**config.mk**
```make
export PLATFORM = sky130hd
export DESIGN_NAME = trc_cell
export DESIGN_NICKNAME = d
export VERILOG_FILES = /design/src/trc_pkg.sv /design/src/trc_cell.sv
export SDC_FILE = /design/constraint.sdc
export NUM_CORES = 1
export LEC_CHECK = 0
export BUFFER_PORTS_ARGS = -buffer_cell sky130_fd_sc_hd__buf_2
export CORE_AREA = 2 2 239 241
export DETAILED_ROUTE_END_ITERATION = 10
export DIE_AREA = 0 0 241 243
export HOLD_SLACK_MARGIN = 0.03
export SETUP_SLACK_MARGIN = 0.1
export SYNTH_ARGS = -nofsm -noshare
export SYNTH_HDL_FRONTEND = slang
export SYNTH_SLANG_ARGS = --single-unit
```
**constraint.sdc**
```tcl
create_clock -name aclk -period 11 [get_ports aclk]
set_clock_uncertainty 0.15 [all_clocks]
set_input_delay 0.55 -clock aclk [delete_from_list [all_inputs] [get_ports aclk]]
set_output_delay 0.55 -clock aclk [all_outputs]
set_load 0.01 [all_outputs]
```
**src/trc_pkg.sv**
```systemverilog
// Shared types and constants for the tile LRU cache.
// Used by trc_cell, tile_lru_cache and the testbench; depends on nothing else.
package trc_pkg;

    localparam int DEFAULT_MAX_SLOTS = 128;
    localparam int CFG_W             = 8;
    localparam logic [CFG_W-1:0] CFG_RESET = 8'd128;
    localparam int STAMP_W           = 64;
    localparam int PAYLOAD_W         = 16;
    localparam int SLOT_INDEX_W      = 7;

    localparam logic OP_LOOKUP = 1'b0;
    localparam logic OP_STORE  = 1'b1;

    localparam logic REG_SLOTS_IN_USE = 1'b0;

    typedef struct packed {
        logic [4:0]  zoom;
        logic [31:0] col;
        logic [31:0] row;
    } tile_key_t;

    // Search word handed from cell to cell.
    typedef struct packed {
        logic                 valid;
        logic                 op;
        logic                 meshable;
        tile_key_t            key;
        logic [PAYLOAD_W-1:0] handle;
        logic                 hit;
        logic [PAYLOAD_W-1:0] hit_payload;
        logic                 free_found;
        logic                 min_found;
        logic [STAMP_W-1:0]   min_stamp;
    } probe_t;

    // Slot write broadcast from the top level.
    typedef struct packed {
        logic                 en;
        tile_key_t            key;
        logic [PAYLOAD_W-1:0] payload;
        logic [STAMP_W-1:0]   stamp;
    } slot_wr_t;

endpackage

```
**src/trc_cell.sv**
```systemverilog
// One cache slot of the tile LRU cache chain.
// Depends on trc_pkg.
module trc_cell #(
    parameter int IDX   = 0,
    parameter int IDX_W = 7,
    parameter int CNT_W = 8
) (
    input  logic                         aclk,
    input  logic                         aresetn,
    input  logic [CNT_W-1:0]             n_active,
    input  logic [trc_pkg::STAMP_W-1:0]  stamp_new,
    input  trc_pkg::slot_wr_t            wr,
    input  logic [IDX_W-1:0]             wr_idx,
    input  trc_pkg::probe_t              probe_in,
    input  logic [IDX_W-1:0]             hit_idx_in,
    input  logic [IDX_W-1:0]             free_idx_in,
    input  logic [IDX_W-1:0]             min_idx_in,
    output trc_pkg::probe_t              probe_out,
    output logic [IDX_W-1:0]             hit_idx_out,
    output logic [IDX_W-1:0]             free_idx_out,
    output logic [IDX_W-1:0]             min_idx_out
);

    localparam logic [IDX_W-1:0] MY_IDX = IDX_W'(IDX);
    localparam logic [CNT_W-1:0] MY_CNT = CNT_W'(IDX);

    logic                          valid_reg;
    trc_pkg::tile_key_t            key_reg;
    logic [trc_pkg::PAYLOAD_W-1:0] payload_reg;
    logic [trc_pkg::STAMP_W-1:0]   stamp_reg;

    trc_pkg::probe_t  probe_reg, probe_next;
    logic [IDX_W-1:0] hit_idx_reg, hit_idx_next;
    logic [IDX_W-1:0] free_idx_reg, free_idx_next;
    logic [IDX_W-1:0] min_idx_reg, min_idx_next;

    logic active;
    logic take_hit;

    assign active   = probe_in.valid && (MY_CNT < n_active);
    assign take_hit = active && (probe_in.op == trc_pkg::OP_LOOKUP) && !probe_in.hit
                      && valid_reg && (key_reg == probe_in.key);

    always_comb begin
        probe_next    = probe_in;
        hit_idx_next  = hit_idx_in;
        free_idx_next = free_idx_in;
        min_idx_next  = min_idx_in;
        if (take_hit) begin
            probe_next.hit         = 1'b1;
            probe_next.hit_payload = payload_reg;
            hit_idx_next           = MY_IDX;
        end
        if (active && (probe_in.op == trc_pkg::OP_STORE)) begin
            if (!valid_reg) begin
                if (!probe_in.free_found) begin
                    probe_next.free_found = 1'b1;
                    free_idx_next         = MY_IDX;
                end
            end else if (!probe_in.min_found || (stamp_reg < probe_in.min_stamp)) begin
                probe_next.min_found = 1'b1;
                probe_next.min_stamp = stamp_reg;
                min_idx_next         = MY_IDX;
            end
        end
    end

    always_ff @(posedge aclk) begin
        if (!aresetn) begin
            valid_reg       <= 1'b0;
            probe_reg.valid <= 1'b0;
        end else begin
            probe_reg.valid <= probe_next.valid;
            if (wr.en && (wr_idx == MY_IDX)) begin
                valid_reg <= 1'b1;
            end
            probe_reg.op          <= probe_next.op;
            probe_reg.meshable    <= probe_next.meshable;
            probe_reg.key         <= probe_next.key;
            probe_reg.handle      <= probe_next.handle;
            probe_reg.hit         <= probe_next.hit;
            probe_reg.hit_payload <= probe_next.hit_payload;
            probe_reg.free_found  <= probe_next.free_found;
            probe_reg.min_found   <= probe_next.min_found;
            probe_reg.min_stamp   <= probe_next.min_stamp;
            hit_idx_reg           <= hit_idx_next;
            free_idx_reg          <= free_idx_next;
            min_idx_reg           <= min_idx_next;
            if (wr.en && (wr_idx == MY_IDX)) begin
                key_reg     <= wr.key;
                payload_reg <= wr.payload;
                stamp_reg   <= wr.stamp;
            end else if (take_hit) begin
                stamp_reg <= stamp_new;
            end
        end
    end

    assign probe_out    = probe_reg;
    assign hit_idx_out  = hit_idx_reg;
    assign free_idx_out = free_idx_reg;
    assign min_idx_out  = min_idx_reg;

endmodule

```
==> results of run 1 <==
[worst max-delay path by stage]
stage               cells after the start              to     startpoint
floorplan                               7    stamp_reg[0]  probe_in[129]
global placement                       11  min_idx_out[1]   probe_in[59]
detailed placement                     11  min_idx_out[0]   probe_in[59]
CTS                                     9  min_idx_out[0]  stamp_reg[59]
global route                            9  min_idx_out[1]  stamp_reg[60]
finish                                  9  min_idx_out[3]  stamp_reg[59]
[Yosys cell counts (all sizes together) (8+ instances only)]
cell    count
clkbuf     62
nand4      85
nor3        8
o211ai     65
mux2       16
xor2       40
a21oi      88
nor3b      64
edfxtp    340
inv        72
ha         63
nor4       16
buf        16
nor2b      15
a21boi      8
o21ai      10
nand2     209
xnor2      24
nand3      72
[worst max-delay path: stages, from the launching register on]
cell	delay, ns
edfxtp_1	0.42
ha_1	0.32
nand3_1	0.09
nor3_1	0.54
and4_1	0.47
o31a_1	0.26
a31o_2	0.40
buf_4	0.55
o21ai_0	0.36
a21boi_0	0.29
[cell usage in the layout, fill, tap and decap left out, drive strengths merged, types with 16 or more instances in the layout]
master and instances:
xnor2 24, inv 73, nor3b 64, clkbuf 50
nand2 209, o211ai 65, nor4 16, a21oi 88
mux2 16, xor2 40, dlygate4sd3 118, edfxtp 340
nand3 72, ha 63, buf 628, nand4 85
[per-layer routing]
layer  vias up  track usage (%)  share of wire, %
li1       6372                -                 -
met1      6522            21.29                38
met2       605            31.88                50
met3       109            6.164               9.2
met4        24            5.755               2.7
met5         -                0              0.27
[per-stage QoR]
stage / instance area (um2) / cells
global route: 22480 / 2819
detailed placement: 20030 / 2624
finish: 22490 / 2824
CTS: 22460 / 2809
global placement: 20030 / 2624
floorplan: 16170 / 1317
[what timing repair did]
action / 4_1_cts / 5_1_grt
hold endpoints to repair: 118 / 0
hold buffers: 118 / 0
setup endpoints to repair: 0 / 0
[logic make-up (layout without fill, tap and decap cells)]
| family | count (synthesis) | after routing |
|---|---|---|
| AOI/OAI and AO/OA | 196 | 196 |
| xor gates and xnor gates | 64 | 64 |
| adders and majority gates | 63 | 63 |
| buffers and inverters | 150 | 886 |
| DFF | 342 | 342 |
| muxes | 16 | 16 |
| other | 0 | 15 |
| and+or+nand+nor | 486 | 486 |
[where the power goes]
group	switching, mW	leakage, nW	internal [mW]
clock network	0.533	0.599	0.770
registers	0.0159	3.22	1.50
logic	0.184	5.44	0.158
total	0.733	9.26	2.42
[layout make-up]
cell class / instances / share of cell area (%)
antenna: 15 / 0.1669
clock buffer: 49 / 4.695
clock inverter: 18 / 0.8177
inverter: 72 / 1.202
multi-input combinational: 825 / 23.88
sequential: 342 / 45.57
tap: 756 / 4.205
timing repair buffer: 747 / 19.46
==> results.py, run 1 <==
metrics = {
    "yosys": {
        "synth_seq_cells": 342,
        "yosysWarnings": 0,
        "ys_types": 49,
        "synth_top_area_share_pct": 63.15,
        "ys_seq_area_share_pct": 63.40,
        "synth.largest_area_cell": "edfxtp_1",
        "syn_area_per_cell_um2": 12.28,
        "synth-edff-count": 340,
        "synth_xor_area_share_pct": 3.467,
        "synth_top_family_by_area": "simple AND/OR/NAND/NOR gates",
        "synth_area_leaders": "edfxtp_1 (63%), ha_1 (4.9%), nand2_1 (4.9%)",
        "async_flop_share_pct": 0,
        "synth_fa_ha_area_share_pct": 4.875,
        "synth_compound_area_share_pct": 7.677,
        "syn_nets": 1803,
        "syn_area_mm2": 0.01617,
        "synth-main-ff-cell": "edfxtp_1",
        "synthesis.instances": 1317,
        "muxShareOfSynthArea_pct": 1.347,
        "synth_simple_gate_area_share_pct": 15.59,
    },
    "routing": {
        "route.detailed.drc": 0,
        "routedWlPerCell_um": 19.90,
        "postRouteAntennaNets": 0,
        "via_per_inst": 4.827,
        "first_pass_iters": 6,
        "routed_wl_um": 56200,
        "vias": 13630,
        "drtIter0Drc": 899,
    },
    "critical_path": {
        "r2r-end": "min_idx_out[3]",
        "crit_path_start_kind": "flip-flop",
        "r2r_start": "stamp_reg[59]",
        "ff2ff_setup_slack_ns": 6.96,
        "worstPathMaxFanout": 48,
        "cp.arrival_ns": 4.26,
        "reg2regPathDepth": 9,
        "criticalPathCategory": "flip-flop to flip-flop",
        "crit_required_ns": 11.22,
        "endpoint_kind": "flip-flop",
    },
    "sta": {
        "fin_crit_sh_pct": 36.76,
        "worst_slack_ns": 6.956,
        "fmax_mhz": 247.3,
        "hold_viol_final": 0,
        "fin_hold_ws_ns": 0.07156,
        "rsz0062_at_grt": "no",
        "setup_viol": 0,
        "relSlewSlack_pct": 31.69,
        "worstMarginPinSlew_ns": 1.025,
        "slew_violations": 0,
        "period_needed_ns": 4.044,
        "fin_setup_tns_ns": 0,
    },
    "clocking": {
        "clkLatencyLatePin_ns": 0.54,
        "clockBufferDepth": 3,
        "clk_pin_slew_ns": 0.06,
        "cts_buffers": 40,
        "clock_sinks": 342,
        "cts_resized": 0,
        "ctsRootBufferMaster": "clkbuf_16",
        "tritoncts": "built",
        "htreeDepth": 2,
        "cts_setup_buffers": 0,
    },
    "global_routing": {
        "grt_pass1_wl_um": 81030,
        "first_global_vias": 13540,
        "gr-total-overflow": 0,
        "grt_max_degree": 92,
        "track_usage_pct": 18.40,
        "antenna_found_initial": 26,
    },
    "layout": {
        "multiInputGateArea_mm2": 0.005371,
        "fillers": 5404,
        "drive_gt1_share_pct": 34.44,
        "final_core_util_pct": 40.20,
        "finalNetCount": 2514,
        "seqCellArea_mm2": 0.01025,
        "largest_reg_flops": 171,
        "syn_to_final_growth_pct": 39.12,
    },
    "worst_hold_path": {
        "min-delay-start": "probe_in[156]",
        "holdPathEnd": "probe_out[156]",
        "hold_class": "primary input to flip-flop",
        "hold_depth": 1,
    },
    "power_and_ir_drop": {
        "leakage_nw": 9.255,
        "p_per_area_mw_per_mm2": 140.4,
        "power_mw": 3.157,
        "vdd_drop_max_mv": 0.1404,
    },
    "die": {
        "start_util_pct": 28.90,
        "rows": 87,
        "dieArea_mm2": 0.05856,
        "ioPinCount": 615,
        "core_mm2": 0.05595,
        "die_h_um": 243,
        "die_w_um": 241,
    },
    "flow_run": {
        "maxCapViolCount": 0,
    },
    "placement": {
        "hpwl_um": 40940,
        "portBuffers": 614,
        "gp_congestion": 0.8708,
        "post-place-ws_ns": 6.684,
    },
    "run_status": {
        "status": "completed",
    },
}
Power figures use the tool's default switching activity.
==> inputs of run 2 (changes only) <==
==> constraint.sdc (replaced) <==
create_clock -name aclk -period 3.6 [get_ports aclk]
set_clock_uncertainty 0.15 [all_clocks]
set_input_delay 0.18 -clock aclk [delete_from_list [all_inputs] [get_ports aclk]]
set_output_delay 0.18 -clock aclk [all_outputs]
set_load 0.01 [all_outputs]
==> results.py, run 2 (synthesis gave the netlist of run 1 again) <==
metrics = {
    "layout": {
        "syn_to_final_growth_pct": 58.85,
        "multiInputGateArea_mm2": 0.005371,
        "final_core_util_pct": 45.90,
        "drive_gt1_share_pct": 30.81,
        "fillers": 5043,
        "fin_area_mm2": 0.02568,
        "seqCellArea_mm2": 0.01025,
        "finalNetCount": 2818,
        "final_common_cell": "buf_2",
        "final_cell_mix": "buf_2 (612), dlygate4sd3_1 (405), edfxtp_1 (340)",
        "largest_reg_flops": 171,
    },
    "sta": {
        "fin_crit_sh_pct": 91.60,
        "relSlewSlack_pct": 34.47,
        "slew_violations": 0,
        "period_needed_ns": 3.298,
        "setup_viol": 0,
        "hold_viol_final": 0,
        "fin_setup_tns_ns": 0,
        "rsz0062_at_grt": "no",
        "fmax_mhz": 303.2,
        "worstMarginPinSlew_ns": 0.9755,
        "fin_hold_ws_ns": 0.1617,
    },
    "global_routing": {
        "use_met1_pct": 23.48,
        "grt_pass1_wl_um": 93570,
        "grt_max_degree": 95,
        "busiest_layer": "met2",
        "antenna_found_initial": 19,
        "gr-total-overflow": 0,
        "first_global_vias": 15820,
        "gr-usage-met3_pct": 5.084,
        "use_met2_pct": 38.72,
        "track_usage_pct": 21.17,
    },
    "routing": {
        "drtIter0Drc": 972,
        "postRouteAntennaNets": 0,
        "route.detailed.drc": 0,
        "vias": 15230,
        "routed_wl_um": 64320,
        "first_pass_iters": 7,
        "routedWlPerCell_um": 20.56,
        "via_per_inst": 4.870,
    },
    "die": {
        "dieArea_mm2": 0.05856,
        "rows": 87,
        "die_h_um": 243,
        "start_util_pct": 28.90,
        "ioPinCount": 615,
        "die_w_um": 241,
        "core_mm2": 0.05595,
    },
    "power_and_ir_drop": {
        "vdd_drop_max_mv": 0.3767,
        "p_per_area_mw_per_mm2": 394.9,
        "pwr-share-seq_pct": 45.6,
        "power_mw": 10.14,
        "pwr-share-clk_pct": 41.1,
        "p_comb_share_pct": 13.3,
        "leakage_nw": 10.61,
        "power.switching_mw": 2.395,
        "internal-power_mw": 7.747,
        "power.share.switching_pct": 23.62,
    },
    "critical_path": {
        "ff2ff_setup_slack_ns": 0.30,
        "reg2regPathDepth": 9,
        "criticalPathCategory": "flip-flop to flip-flop",
        "worstPathMaxFanout": 29,
        "r2r_start": "stamp_reg[42]",
        "crit_path_start_kind": "flip-flop",
        "cp.arrival_ns": 3.54,
        "endpoint_kind": "flip-flop",
        "crit_required_ns": 3.84,
        "r2r-end": "probe_out[45]",
    },
    "run_status": {
        "status": "completed",
    },
    "flow_run": {
        "maxCapViolCount": 0,
    },
    "clocking": {
        "clkLatencyLatePin_ns": 0.56,
        "clockBufferDepth": 3,
        "cts_buffers": 40,
        "clk_pin_slew_ns": 0.06,
        "cts_setup_buffers": 0,
        "tritoncts": "built",
        "htreeDepth": 2,
        "clock_sinks": 342,
        "ctsRootBufferMaster": "clkbuf_16",
    },
    "placement": {
        "gp_congestion": 0.8905,
        "portBuffers": 614,
        "dpl_cell_area_mm2": 0.02030,
        "hpwl_um": 43920,
    },
    "worst_hold_path": {
        "min-delay-start": "wr_idx[4]",
        "hold_depth": 3,
        "holdPathEnd": "key_reg[11]",
        "hold_class": "primary input to flip-flop",
    },
}
## run 2: what timing repair did
item,CTS,global route
hold buffers,405,0
hold endpoints to repair,351,0
resized for setup,0,0
## run 2: final cells by class
type                       instances  area share [%]
tap                              756           3.683
timing repair buffer            1051           29.27
clock inverter                    19          0.9987
inverter                          72           1.052
antenna                           12          0.1169
multi-input combinational        825           20.91
clock buffer                      51           4.058
sequential                       342           39.91
## run 2: worst max path at each step
stage | start | end | cells past startpoint
after floorplan | key_reg[30] | stamp_reg[0] | 7
after global placement | stamp_reg[42] | probe_out[46] | 9
after detailed placement | stamp_reg[42] | probe_out[24] | 9
after CTS | stamp_reg[42] | probe_out[24] | 9
after global routing | stamp_reg[25] | probe_out[11] | 9
final | stamp_reg[42] | probe_out[45] | 9
## run 2: power by group through the flow
stage	clock network [mW]	logic, mW	registers [mW]
final	4.17	1.35	4.63
after global placement	0	0.950	4.70
after floorplan	0	0.260	4.79
after global routing	4.39	1.45	4.64
after detailed placement	0	0.963	4.70
after CTS	4.25	1.33	4.62
## run 2: critical path, stage by stage (launching register included)
cell,delay (ns)
edfxtp_1,0.44
ha_1,0.33
nand4_1,0.21
nor4_1,0.50
and4_1,0.43
o31a_1,0.27
a31o_2,0.17
buf_4,0.35
o211ai_1,0.14
nand3_1,0.13
## run 2: per-stage QoR
stage | instances | setup WS, ns
finish | 3128 | 0.3023
global placement | 2641 | 0.3932
CTS | 3116 | 0.2777
floorplan | 1317 | 0.3176
global route | 3127 | 0.1219
detailed placement | 2641 | 0.2981
## run 2: metal layers
layer	part of all wire, %	wire [um]
met1	37	23600
met2	52	33400
met3	7.8	4994
met4	3.5	2264
met5	0.10	66
==> inputs of run 3 (changes only) <==
--- a/config.mk
+++ b/config.mk
@@ -10,7 +10,9 @@
 export DETAILED_ROUTE_END_ITERATION = 10
 export DIE_AREA = 0 0 241 243
 export HOLD_SLACK_MARGIN = 0.03
+export PLACE_DENSITY = 0.57
 export SETUP_SLACK_MARGIN = 0.1
+export SLEW_MARGIN = 0
 export SYNTH_ARGS = -nofsm -noshare
 export SYNTH_HDL_FRONTEND = slang
 export SYNTH_SLANG_ARGS = --single-unit
==> results.py, run 3 (synthesis gave the netlist of run 1 again) <==
metrics = {
    "layout": {
        "fillers": 5093,
        "largest_reg_flops": 171,
        "drive_gt1_share_pct": 30.93,
        "final_common_cell": "buf_2",
        "finalNetCount": 2818,
        "multiInputGateArea_mm2": 0.005375,
        "final_cell_mix": "buf_2 (612), dlygate4sd3_1 (407), edfxtp_1 (340)",
        "syn_to_final_growth_pct": 59.02,
        "seqCellArea_mm2": 0.01025,
    },
    "routing": {
        "drtIter0Drc": 899,
        "via_per_inst": 4.813,
        "vias": 15050,
        "route.detailed.drc": 0,
        "first_pass_iters": 5,
        "routed_wl_um": 62340,
        "postRouteAntennaNets": 0,
        "routedWlPerCell_um": 19.94,
    },
    "run_status": {
        "status": "completed",
    },
    "global_routing": {
        "gr-total-overflow": 0,
        "grt_pass1_wl_um": 91280,
        "antenna_found_initial": 20,
        "track_usage_pct": 20.48,
        "first_global_vias": 15620,
        "grt_max_degree": 87,
    },
    "clocking": {
        "ctsRootBufferMaster": "clkbuf_16",
        "cts_buffers": 40,
        "clock_sinks": 342,
        "cts_setup_buffers": 0,
        "htreeDepth": 2,
        "clk_pin_slew_ns": 0.06,
        "tritoncts": "built",
        "clockBufferDepth": 3,
        "clkLatencyLatePin_ns": 0.57,
    },
    "sta": {
        "fin_setup_tns_ns": 0,
        "period_needed_ns": 3.315,
        "hold_viol_final": 0,
        "relSlewSlack_pct": 38.95,
        "fin_crit_sh_pct": 92.08,
        "worst_slack_ns": 0.2850,
        "rsz0062_at_grt": "no",
        "setup_viol": 0,
        "slew_violations": 0,
        "fmax_mhz": 301.7,
        "worstMarginPinSlew_ns": 0.9158,
    },
    "critical_path": {
        "cp.arrival_ns": 3.58,
        "endpoint_kind": "flip-flop",
        "crit_path_start_kind": "flip-flop",
        "criticalPathCategory": "flip-flop to flip-flop",
        "worstPathMaxFanout": 37,
        "crit_required_ns": 3.87,
    },
    "die": {
        "rows": 87,
        "die_w_um": 241,
        "dieArea_mm2": 0.05856,
        "die_h_um": 243,
        "start_util_pct": 28.90,
        "core_mm2": 0.05595,
        "ioPinCount": 615,
    },
    "flow_run": {
        "maxCapViolCount": 0,
    },
    "power_and_ir_drop": {
        "leakage_nw": 10.62,
        "p_per_area_mw_per_mm2": 394.8,
        "vdd_drop_max_mv": 0.3979,
    },
    "placement": {
        "post-place-ws_ns": 0.2186,
        "gp_congestion": 0.8702,
        "portBuffers": 614,
        "hpwl_um": 42670,
    },
    "worst_hold_path": {
        "hold_class": "primary input to flip-flop",
    },
}
==> run 3: through the flow <==
step | hold WS, ns | utilization (%) | power [mW] | cell area (um2) | cells
5_1_grt | 0.1260 | 45.94 | 10.49 | 25700 | 3124
4_1_cts | 0.07293 | 45.88 | 10.22 | 25670 | 3113
3_3_place_gp | 0.2071 | 36.25 | 5.645 | 20280 | 2639
2_1_floorplan | 0.1289 | - | 5.047 | 16170 | 1317
3_5_place_dp | 0.2086 | 36.25 | 5.660 | 20280 | 2639
6_report | 0.1038 | 45.95 | 10.15 | 25710 | 3127
==> run 3: per-layer routing <==
metal,routed length (um),up-vias,global-route usage [%]
li1,-,6973,-
met3,4991,126,5.527
met5,64,-,0
met4,1851,10,6.481
met2,31680,710,36.87
met1,23750,7232,23.32
==> run 3: repair_timing <==
item / in CTS / in global routing
hold buffers: 407 / 0
endpoints found under the setup margin: 0 / 2
resized for setup: 0 / 1
endpoints found under the hold margin: 394 / 0
==> run 3: worst paths after layout <==
kind | start | endpoint | slack, ns | depth (start not counted)
max | stamp_reg[13] | probe_out[35] | 0.29 | 9
min | wr_idx[6] | valid_reg | 0.10 | 5
max reg2reg | stamp_reg[13] | probe_out[35] | 0.29 | 9
min reg2reg | payload_reg[7] | probe_out[73] | 0.40 | 1
==> run 3: worst max-delay path, stage by stage, from the launching register on <==
cell and delay [ns]:
edfxtp_1 0.45, ha_1 0.34, a211oi_1 0.22, o21bai_1 0.10, a221oi_1 0.27, o21ai_0 0.27
a31oi_4 0.78, buf_12 0.30, nand4_1 0.13, nand3_1 0.11
==> run 3: area by class of cell <==
type	instances	share of cell area, %
tap	756	3.679
clock buffer	47	3.996
clock inverter	20	1.110
sequential	342	39.87
inverter	72	1.051
antenna	14	0.1363
multi-input combinational	825	20.91
timing repair buffer	1051	29.25
==> run 3: where the power goes <==
part | switching, mW | leakage (nW) | internal [mW]
clock network | 1.72 | 0.637 | 2.47
registers | 0.0515 | 3.22 | 4.57
logic | 0.636 | 6.77 | 0.700
